===== config.mk =====
export PLATFORM = sky130hd
export DESIGN_NAME = csv_field_tokenizer_unit
export DESIGN_NICKNAME = d
export VERILOG_FILES = /design/src/rtl/csvft_pkg.sv /design/src/rtl/csvft_front.sv /design/src/rtl/csvft_queue.sv /design/src/rtl/csvft_back.sv /design/src/rtl/csv_field_tokenizer_unit.sv
export SDC_FILE = /design/constraint.sdc
export NUM_CORES = 1
export LEC_CHECK = 0
export ABC_AREA = 1
export BUFFER_PORTS_ARGS = -buffer_cell sky130_fd_sc_hd__buf_2
export CAP_MARGIN = 20
export CORE_MARGIN = 4
export CORE_UTILIZATION = 62
export DETAILED_ROUTE_END_ITERATION = 6
export PLACE_DENSITY = 0.8
export SLEW_MARGIN = 20
export SYNTH_ARGS = -nofsm -noshare
export SYNTH_HDL_FRONTEND = slang
export SYNTH_SLANG_ARGS = --single-unit
export TNS_END_PERCENT = 1

===== constraint.sdc =====
create_clock -name i_clk -period 6.6 [get_ports i_clk]
set_input_delay 0.99 -clock i_clk [delete_from_list [all_inputs] [get_ports i_clk]]
set_output_delay 0.99 -clock i_clk [all_outputs]
set_load 0.05 [all_outputs]

===== src/rtl/csvft_pkg.sv =====
// shared types, codes and the per-character tokenizer step for the csv field tokenizer
`default_nettype none

package csvft_pkg;

    // result kinds
    localparam logic [1:0] KIND_CHAR  = 2'd0;
    localparam logic [1:0] KIND_FIELD = 2'd1;
    localparam logic [1:0] KIND_ROW   = 2'd2;
    localparam logic [1:0] KIND_ERR   = 2'd3;

    // configuration register indexes
    localparam logic [1:0] CFG_SEP   = 2'd0;
    localparam logic [1:0] CFG_QUOTE = 2'd1;
    localparam logic [1:0] CFG_BREAK = 2'd2;
    localparam logic [1:0] CFG_HDR   = 2'd3;

    localparam logic [7:0] SEP_RESET   = 8'd44;
    localparam logic [7:0] QUOTE_RESET = 8'd34;
    localparam logic [7:0] BREAK_RESET = 8'd10;

    localparam logic [7:0] CHAR_CR = 8'd13;
    localparam logic [7:0] CHAR_LF = 8'd10;

    // packet queue between front and back
    localparam int QUEUE_DEPTH = 4;
    localparam int QPTR_W      = 2;
    localparam int QCNT_W      = 3;

    typedef struct packed {
        logic [7:0] sep;
        logic [7:0] quote;
        logic [7:0] brk;
        logic       hdr_en;
    } t_cfg;

    typedef struct packed {
        logic qo;   // quoting open
        logic qc;   // quoting closed
        logic qr;   // odd quote run
        logic sfr;  // still in first row
    } t_tok;

    typedef struct packed {
        logic [1:0] kind;
        logic [7:0] data;
        logic       hdr;
    } t_res;

    // up to three results caused by one word, packed in order
    typedef struct packed {
        logic [1:0]       cnt;
        t_res [2:0]       res;
    } t_pkt;

    typedef struct packed {
        t_tok st;
        logic emit;
        t_res res;
    } t_feed;

    typedef struct packed {
        logic empty;
        logic full;
    } t_qstat;

    localparam t_tok TOK_RESET = '{qo: 1'b0, qc: 1'b0, qr: 1'b0, sfr: 1'b1};

    function automatic t_feed feed(input t_tok st, input logic [7:0] c, input t_cfg cfg);
        t_feed f;
        f.st        = st;
        f.emit      = 1'b0;
        f.res.kind  = KIND_CHAR;
        f.res.data  = c;
        f.res.hdr   = cfg.hdr_en & st.sfr;
        if (c == cfg.quote) begin
            if (!st.qo) begin
                f.st.qo = 1'b1;
            end else if (st.qr) begin
                // second quote of a pair gives one quote character
                f.st.qr   = 1'b0;
                f.emit    = 1'b1;
                f.res.data = cfg.quote;
            end else begin
                f.st.qr = 1'b1;
            end
        end else begin
            if (st.qo && st.qr) begin
                f.st.qc = 1'b1;
            end
            f.st.qr = 1'b0;
            if (((c == cfg.sep) || (c == cfg.brk)) && (!f.st.qo || f.st.qc)) begin
                f.emit     = 1'b1;
                f.res.kind = (c == cfg.brk) ? KIND_ROW : KIND_FIELD;
                f.res.data = 8'd0;
                f.st.qo    = 1'b0;
                f.st.qc    = 1'b0;
                if (c == cfg.brk) begin
                    f.st.sfr = 1'b0;
                end
            end else begin
                f.emit = 1'b1;
            end
        end
        return f;
    endfunction

endpackage

`default_nettype wire


===== src/rtl/csvft_front.sv =====
// front end: accepts words, tracks quoting and line state, builds result packets
`default_nettype none

module csvft_front (
    input  wire              i_clk,
    input  wire              i_rst_n,
    input  wire              i_valid,
    input  wire [7:0]        i_byte,
    input  wire              i_end,
    input  wire              i_full,
    input  wire csvft_pkg::t_cfg i_cfg,
    output logic             o_stall,
    output logic             o_push,
    output csvft_pkg::t_pkt  o_pkt
);

    csvft_pkg::t_tok  r_st, n_st;
    logic             r_carr, n_carr;

    csvft_pkg::t_feed f1, f2;
    csvft_pkg::t_tok  st1, st2;
    csvft_pkg::t_pkt  pkt;
    logic [7:0]       c;
    logic             drop, lwb, accept;

    assign o_stall = i_full;
    assign accept  = i_valid && !i_full;

    always_comb begin
        pkt    = '0;
        n_carr = r_carr;
        c      = i_byte;
        drop   = r_carr && (i_byte == csvft_pkg::CHAR_LF);
        f1     = '0;
        f2     = '0;
        st1    = r_st;
        st2    = r_st;
        lwb    = 1'b1;
        if (drop) begin
            // lf after cr is part of the line break already given
            n_carr = 1'b0;
        end else begin
            if (i_byte == csvft_pkg::CHAR_CR) begin
                c      = i_cfg.brk;
                n_carr = 1'b1;
            end else begin
                n_carr = 1'b0;
            end
            f1  = csvft_pkg::feed(r_st, c, i_cfg);
            st1 = f1.st;
            lwb = (c == i_cfg.brk);
            if (f1.emit) begin
                pkt.res[pkt.cnt] = f1.res;
                pkt.cnt          = pkt.cnt + 2'd1;
            end
        end
        st2 = st1;
        n_st = st1;
        if (i_end) begin
            if (!lwb) begin
                // supply the missing final line break
                f2  = csvft_pkg::feed(st1, i_cfg.brk, i_cfg);
                st2 = f2.st;
                if (f2.emit) begin
                    pkt.res[pkt.cnt] = f2.res;
                    pkt.cnt          = pkt.cnt + 2'd1;
                end
            end
            if (st2.qo && !st2.qc) begin
                pkt.res[pkt.cnt].kind = st2.qr ? csvft_pkg::KIND_ROW : csvft_pkg::KIND_ERR;
                pkt.res[pkt.cnt].data = 8'd0;
                pkt.res[pkt.cnt].hdr  = i_cfg.hdr_en & st2.sfr;
                pkt.cnt               = pkt.cnt + 2'd1;
            end
            n_st   = csvft_pkg::TOK_RESET;
            n_carr = 1'b0;
        end
    end

    always_ff @(posedge i_clk) begin
        if (!i_rst_n) begin
            r_st   <= csvft_pkg::TOK_RESET;
            r_carr <= 1'b0;
        end else if (accept) begin
            r_st   <= n_st;
            r_carr <= n_carr;
        end
    end

    assign o_push = accept && (pkt.cnt != 2'd0);
    assign o_pkt  = pkt;

endmodule

`default_nettype wire


===== src/rtl/csvft_queue.sv =====
// short packet queue between the front and back parts
`default_nettype none

module csvft_queue (
    input  wire                i_clk,
    input  wire                i_rst_n,
    input  wire                i_push,
    input  wire csvft_pkg::t_pkt i_pkt,
    input  wire                i_pop,
    output csvft_pkg::t_pkt    o_pkt,
    output csvft_pkg::t_qstat  o_stat
);

    csvft_pkg::t_pkt                    r_slot [csvft_pkg::QUEUE_DEPTH];
    logic [csvft_pkg::QPTR_W-1:0]       r_wr, r_rd;
    logic [csvft_pkg::QCNT_W-1:0]       r_cnt;

    assign o_stat.empty = (r_cnt == '0);
    assign o_stat.full  = (r_cnt == csvft_pkg::QCNT_W'(csvft_pkg::QUEUE_DEPTH));
    assign o_pkt        = r_slot[r_rd];

    always_ff @(posedge i_clk) begin
        if (i_push) begin
            r_slot[r_wr] <= i_pkt;
        end
    end

    always_ff @(posedge i_clk) begin
        if (!i_rst_n) begin
            r_wr  <= '0;
            r_rd  <= '0;
            r_cnt <= '0;
        end else begin
            if (i_push) begin
                r_wr <= r_wr + 1'b1;
            end
            if (i_pop) begin
                r_rd <= r_rd + 1'b1;
            end
            unique case ({i_push, i_pop})
                2'b10:   r_cnt <= r_cnt + 1'b1;
                2'b01:   r_cnt <= r_cnt - 1'b1;
                default: r_cnt <= r_cnt;
            endcase
        end
    end

endmodule

`default_nettype wire


===== src/rtl/csvft_back.sv =====
// back end: walks each packet and drives the registered result word
`default_nettype none

module csvft_back (
    input  wire              i_clk,
    input  wire              i_rst_n,
    input  wire              i_q_valid,
    input  wire csvft_pkg::t_pkt i_pkt,
    output logic             o_pop,
    input  wire              i_out_stall,
    output logic             o_valid,
    output logic [1:0]       o_kind,
    output logic [7:0]       o_data,
    output logic             o_hdr,
    output logic             o_last
);

    logic            r_valid;
    csvft_pkg::t_res r_res;
    logic            r_last;
    logic [1:0]      r_sub;

    logic            load, last;

    assign load  = i_q_valid && (!r_valid || !i_out_stall);
    assign last  = (r_sub == (i_pkt.cnt - 2'd1));
    assign o_pop = load && last;

    always_ff @(posedge i_clk) begin
        if (!i_rst_n) begin
            r_valid <= 1'b0;
            r_sub   <= 2'd0;
        end else begin
            if (load) begin
                r_valid <= 1'b1;
                r_sub   <= last ? 2'd0 : (r_sub + 2'd1);
            end else if (!i_out_stall) begin
                r_valid <= 1'b0;
            end
        end
    end

    always_ff @(posedge i_clk) begin
        if (load) begin
            r_res  <= i_pkt.res[r_sub];
            r_last <= last;
        end
    end

    assign o_valid = r_valid;
    assign o_kind  = r_res.kind;
    assign o_data  = r_res.data;
    assign o_hdr   = r_res.hdr;
    assign o_last  = r_last;

endmodule

`default_nettype wire


===== src/rtl/csv_field_tokenizer_unit.sv =====
// top level of the csv field tokenizer: configuration registers, front, queue and back
`default_nettype none

// Tokenizes a CSV text at one input word per clock while the queue is not full. Each
// accepted byte gives zero or one result; the byte flagged as end of text can give up to
// three (its own result, a supplied line break and an end-of-row or unclosed-quote marker),
// and the output side delivers one result per cycle unless stalled. A four-packet queue
// between the classifying front and the output back absorbs these bursts, so input accepts
// continue while earlier results wait. With nothing queued ahead, a byte's result is written
// to the queue, then to the back end's output register. The user must write configuration
// through the write port only while no word is in flight; the block does not enforce it.
module csv_field_tokenizer_unit (
    input  wire        i_clk,
    input  wire        i_rst_n,
    input  wire        i_cfg_we,
    input  wire [1:0]  i_cfg_idx,
    input  wire [7:0]  i_cfg_data,
    input  wire        i_in_valid,
    output logic       o_in_stall,
    input  wire [7:0]  i_in_byte,
    input  wire        i_end_of_text,
    output logic       o_out_valid,
    input  wire        i_out_stall,
    output logic [1:0] o_kind,
    output logic [7:0] o_out_byte,
    output logic       o_in_header,
    output logic       o_last_result
);

    csvft_pkg::t_cfg   r_cfg;
    csvft_pkg::t_pkt   push_pkt, head_pkt;
    csvft_pkg::t_qstat q_stat;
    logic              q_push, q_pop;

    always_ff @(posedge i_clk) begin
        if (!i_rst_n) begin
            r_cfg.sep    <= csvft_pkg::SEP_RESET;
            r_cfg.quote  <= csvft_pkg::QUOTE_RESET;
            r_cfg.brk    <= csvft_pkg::BREAK_RESET;
            r_cfg.hdr_en <= 1'b0;
        end else if (i_cfg_we) begin
            unique case (i_cfg_idx)
                csvft_pkg::CFG_SEP:   r_cfg.sep    <= i_cfg_data;
                csvft_pkg::CFG_QUOTE: r_cfg.quote  <= i_cfg_data;
                csvft_pkg::CFG_BREAK: r_cfg.brk    <= i_cfg_data;
                csvft_pkg::CFG_HDR:   r_cfg.hdr_en <= i_cfg_data[0];
                default:              r_cfg        <= r_cfg;
            endcase
        end
    end

    csvft_front u_front (
        .i_clk   (i_clk),
        .i_rst_n (i_rst_n),
        .i_valid (i_in_valid),
        .i_byte  (i_in_byte),
        .i_end   (i_end_of_text),
        .i_full  (q_stat.full),
        .i_cfg   (r_cfg),
        .o_stall (o_in_stall),
        .o_push  (q_push),
        .o_pkt   (push_pkt)
    );

    csvft_queue u_queue (
        .i_clk   (i_clk),
        .i_rst_n (i_rst_n),
        .i_push  (q_push),
        .i_pkt   (push_pkt),
        .i_pop   (q_pop),
        .o_pkt   (head_pkt),
        .o_stat  (q_stat)
    );

    csvft_back u_back (
        .i_clk       (i_clk),
        .i_rst_n     (i_rst_n),
        .i_q_valid   (!q_stat.empty),
        .i_pkt       (head_pkt),
        .o_pop       (q_pop),
        .i_out_stall (i_out_stall),
        .o_valid     (o_out_valid),
        .o_kind      (o_kind),
        .o_data      (o_out_byte),
        .o_hdr       (o_in_header),
        .o_last      (o_last_result)
    );

    // markers carry no character
    a_marker_zero: assert property (@(posedge i_clk) disable iff (!i_rst_n)
        (o_out_valid && (o_kind != csvft_pkg::KIND_CHAR)) |-> (o_out_byte == 8'd0))
        else $error("marker word with nonzero byte");

    // an unclosed quote error always ends the word's results
    a_err_last: assert property (@(posedge i_clk) disable iff (!i_rst_n)
        (o_out_valid && (o_kind == csvft_pkg::KIND_ERR)) |-> o_last_result)
        else $error("error marker not last result");

    // back end only drains packets that exist
    a_pop_nonempty: assert property (@(posedge i_clk) disable iff (!i_rst_n)
        q_pop |-> !q_stat.empty)
        else $error("queue pop while empty");

endmodule

`default_nettype wire

==> out/qor.yml <==
sta:
  max_freq_mhz: 185
  slew_violations: 0
  finalCritPeriodShare_pct: 82.1
  whs_ns: 0.496
  rsz0062_at_grt: "false"
  setup-tns-final_ns: 0
  setup_viol: 0
  fin_crit_ns: 5.42
  hold_viol: 0
  clock_skew_ns: 0.0136
  worst_pin_slew_ns: 0.710
  layout_setup_ws_ns: 1.18
  relSlewSlack_pct: 52.2
yosys:
  synth_area_um2: 8090
  avgSynthCellArea_um2: 9.14
  syn-num-nets: 921
  ys_seq_area_share_pct: 54.9
  syn_inst: 885
  ys_ff_latch: 162
  synth-adder-area-share_pct: 1.95
  synthMuxAreaShare_pct: 0
  synth_top_family_by_area: "simple AND/OR/NAND/NOR gates"
  synth_cell_types: 43
  synth-simple-area-share_pct: 22.1
  yosysWarnings: 0
  synth_compound_area_share_pct: 14.4
  synthXorXnorAreaFrac_pct: 0.619
detailed_routing:
  drtIter0Drc: 585
  finalWirelength_um: 18500
  drc_errors: 0
  ant_nets: 0
  post_drt_wl_per_cell_um: 16.8
  drtPass1Iterations: 6
  routed_via_density: 5.76
  num_vias: 6348
global_routing:
  grt-ovfl-total: 0
  grt_usage_pct: 26.3
  grt_max_degree: 56
  grt_pass1_vias: 6099
  grt_pass1_wl_um: 30100
  antenna_found_initial: 0
worst_setup_path:
  required_ns: 6.90
  cp_max_fo: 18
  r2r_end: "u_queue.r_cnt[2]$_SDFFE_PN0P_"
  rrSetupSlack_ns: 1.93
  crit_type: "primary input to flip-flop"
  cp-end-kind: "flip-flop"
  max_stage_delay_ns: 0.44
  startpoint_type: "primary input"
  r2r-start: "r_cfg[3]$_SDFFE_PN0P_"
  cp.arrival_ns: 5.72
  reg2reg_depth: 30
  slowest_stage: "fa_1"
clock_network:
  cts_tree: "built"
  htree_levels: 4
  cts_buffers: 17
  holdBufCountCts: 0
  clk_latency_ns: 0.43
  post_cts_resized: 0
  ctsRootBufferMaster: "clkbuf_16"
  clk_pin_slew_worst_paths_ns: 0.06
  cts_buffer_depth: 2
  cts.sinks: 162
  cts_setup_buffers: 0
job:
  drv_cap: 0
floorplanning:
  io_pins: 38
  die_w_um: 122
  core-area_um2: 12700
  fp.dieH_um: 122
  num_rows: 41
  die-area_um2: 14900
  start_util_pct: 63.6
power_and_ir_drop:
  p_per_area_nw_per_um2: 351
  max-vdd-ir-drop_mv: 0.161
  p_leak_nw: 3.55
finish:
  area_growth_pct: 11.8
  layout_commonest_cell: "nand2_1"
  final_cell_mix: "nand2_1 (147), edfxtp_1 (120), nor2_1 (109), o21ai_0 (107), inv_1 (77)"
  nets: 954
  diodes: 0
  drive_gt1_share_pct: 15.1
placed_design:
  gp_congestion: 0.934
  port_buffers: 37
  hpwl_um: 12100
  dp_slack_ns: 0.986
hold_path:
  hold_end: "r_cfg[17]$_SDFFE_PN0P_"
  hold_depth: 2
  hold_start: "r_cfg[17]$_SDFFE_PN0P_"
  hp-class: "flip-flop to flip-flop"
status:
  status: "finished clean"
[layer usage]
metal	up-vias	routed length [um]	global-route usage (%)
li1	3110	-	-
met1	2930	7550	33.0
met2	262	9090	44.6
met3	46	1340	5.85
met4	0	501	10.7
met5	-	0	0
[final cells by class]
| class | count | area [um2] |
|---|---|---|
| clock buffers | 18 | 429 |
| multi-input cells | 600 | 3170 |
| inverters | 89 | 334 |
| fillers | 989 | 3680 |
| flip-flops and latches | 162 | 4440 |
| repair buffers | 48 | 268 |
| clock inverters | 14 | 185 |
| well taps | 172 | 215 |
[flip-flops by register name (all words and copies together) (netlist names), named ones only]
| name | count |
|---|---|
| r_cfg | 25 |
| u_back.o_data | 8 |
| u_back.o_hdr | 1 |
| u_back.o_kind | 2 |
| u_back.o_last | 1 |
| u_back.o_valid | 1 |
| u_back.r_sub | 2 |
| u_front.r_carr | 1 |
| u_front.r_st | 4 |
| u_queue.r_cnt | 3 |
| u_queue.r_rd | 2 |
| u_queue.r_slot | 108 |
| u_queue.r_wr | 2 |
[worst max-delay path: cells and delay by family]
family	cells	cell delay (ns)
adders and majority gates	5	1.39
and+or+nand+nor	17	2.16
buffers and inverters	6	0.49
AOI/OAI and AO/OA	5	0.69
[cell usage after synthesis]
library cell  count  share of area (%)
inv_1            77                3.6
xor2_1            2               0.22
nand3_1          47                2.9
nor2_1          109                5.1
nand2_1         147                6.8
or2_2             1              0.077
clkbuf_1         26                1.2
buf_2             2               0.12
o21ai_2           1               0.11
nor4_1            4               0.31
o211ai_1         20                1.9
buf_1             2              0.093
a31oi_1          10               0.77
a21oi_1          44                2.7
o21ai_1           1              0.062
a32o_1            1               0.12
xor2_2            2               0.40
fa_1              1               0.25
nand2_2          18                1.4
o21ai_0         107                6.6
dfxtp_1          42                 10
o22ai_1          14                1.1
a32oi_1           2               0.22
nor2_8            1               0.25
o21a_1            1              0.093
inv_2            10               0.46
buf_4             3               0.28
nor2_2            8               0.62
edfxtp_1        120                 45
nand3_2          10                1.2
o221ai_1          4               0.43
o21bai_1          1              0.093
nand2_4           7               0.97
nand4_1           8               0.62
nand3_4           4               0.87
o31ai_1           1              0.093
clkinv_1          2              0.093
buf_8             1               0.19
a211oi_1          1              0.093
nor2_4            2               0.28
ha_1             11                1.7
nor3_1            7               0.43
nand3b_1          3               0.28
[where the power goes]
part / switching, mW / internal, mW
clock network: 0.392 / 0.630
logic: 0.629 / 0.228
registers: 0.0495 / 1.25
total: 1.07 / 2.11
[cell families after synthesis]
| group | Yosys count |
|---|---|
| and+or+nand+nor | 376 |
| AOI/OAI and AO/OA | 208 |
| DFF | 162 |
| buffers and inverters | 123 |
| adders and majority gates | 12 |
| xor gates and xnor gates | 4 |
[through the flow]
stage          power [mW]  util (%)  instances  instance area [um2]
5_1_grt              3.32      71.1       1103                 9040
3_3_place_gp         2.15      66.2       1071                 8430
4_1_cts              3.19      71.1       1103                 9040
3_5_place_dp         2.16      66.2       1071                 8430
6_report             3.18      71.1       1103                 9040
2_1_floorplan        1.93         -        885                 8090
[worst max path at each step]
stage	from	endpoint	slack [ns]	cells past startpoint
finish	i_in_byte[4]	u_queue.r_cnt[2]$_SDFFE_PN0P_	1.18	33
global route	i_in_byte[4]	u_queue.r_cnt[2]$_SDFFE_PN0P_	0.84	33
CTS	i_in_byte[4]	u_queue.r_cnt[2]$_SDFFE_PN0P_	1.29	33
detailed placement	i_in_byte[4]	u_queue.r_cnt[2]$_SDFFE_PN0P_	0.99	33
global placement	i_in_byte[4]	u_queue.r_cnt[2]$_SDFFE_PN0P_	1.11	33
floorplan	i_in_byte[2]	u_queue.r_cnt[2]$_SDFFE_PN0P_	1.70	32
No activity file was read; power rests on OpenSTA's default activity.
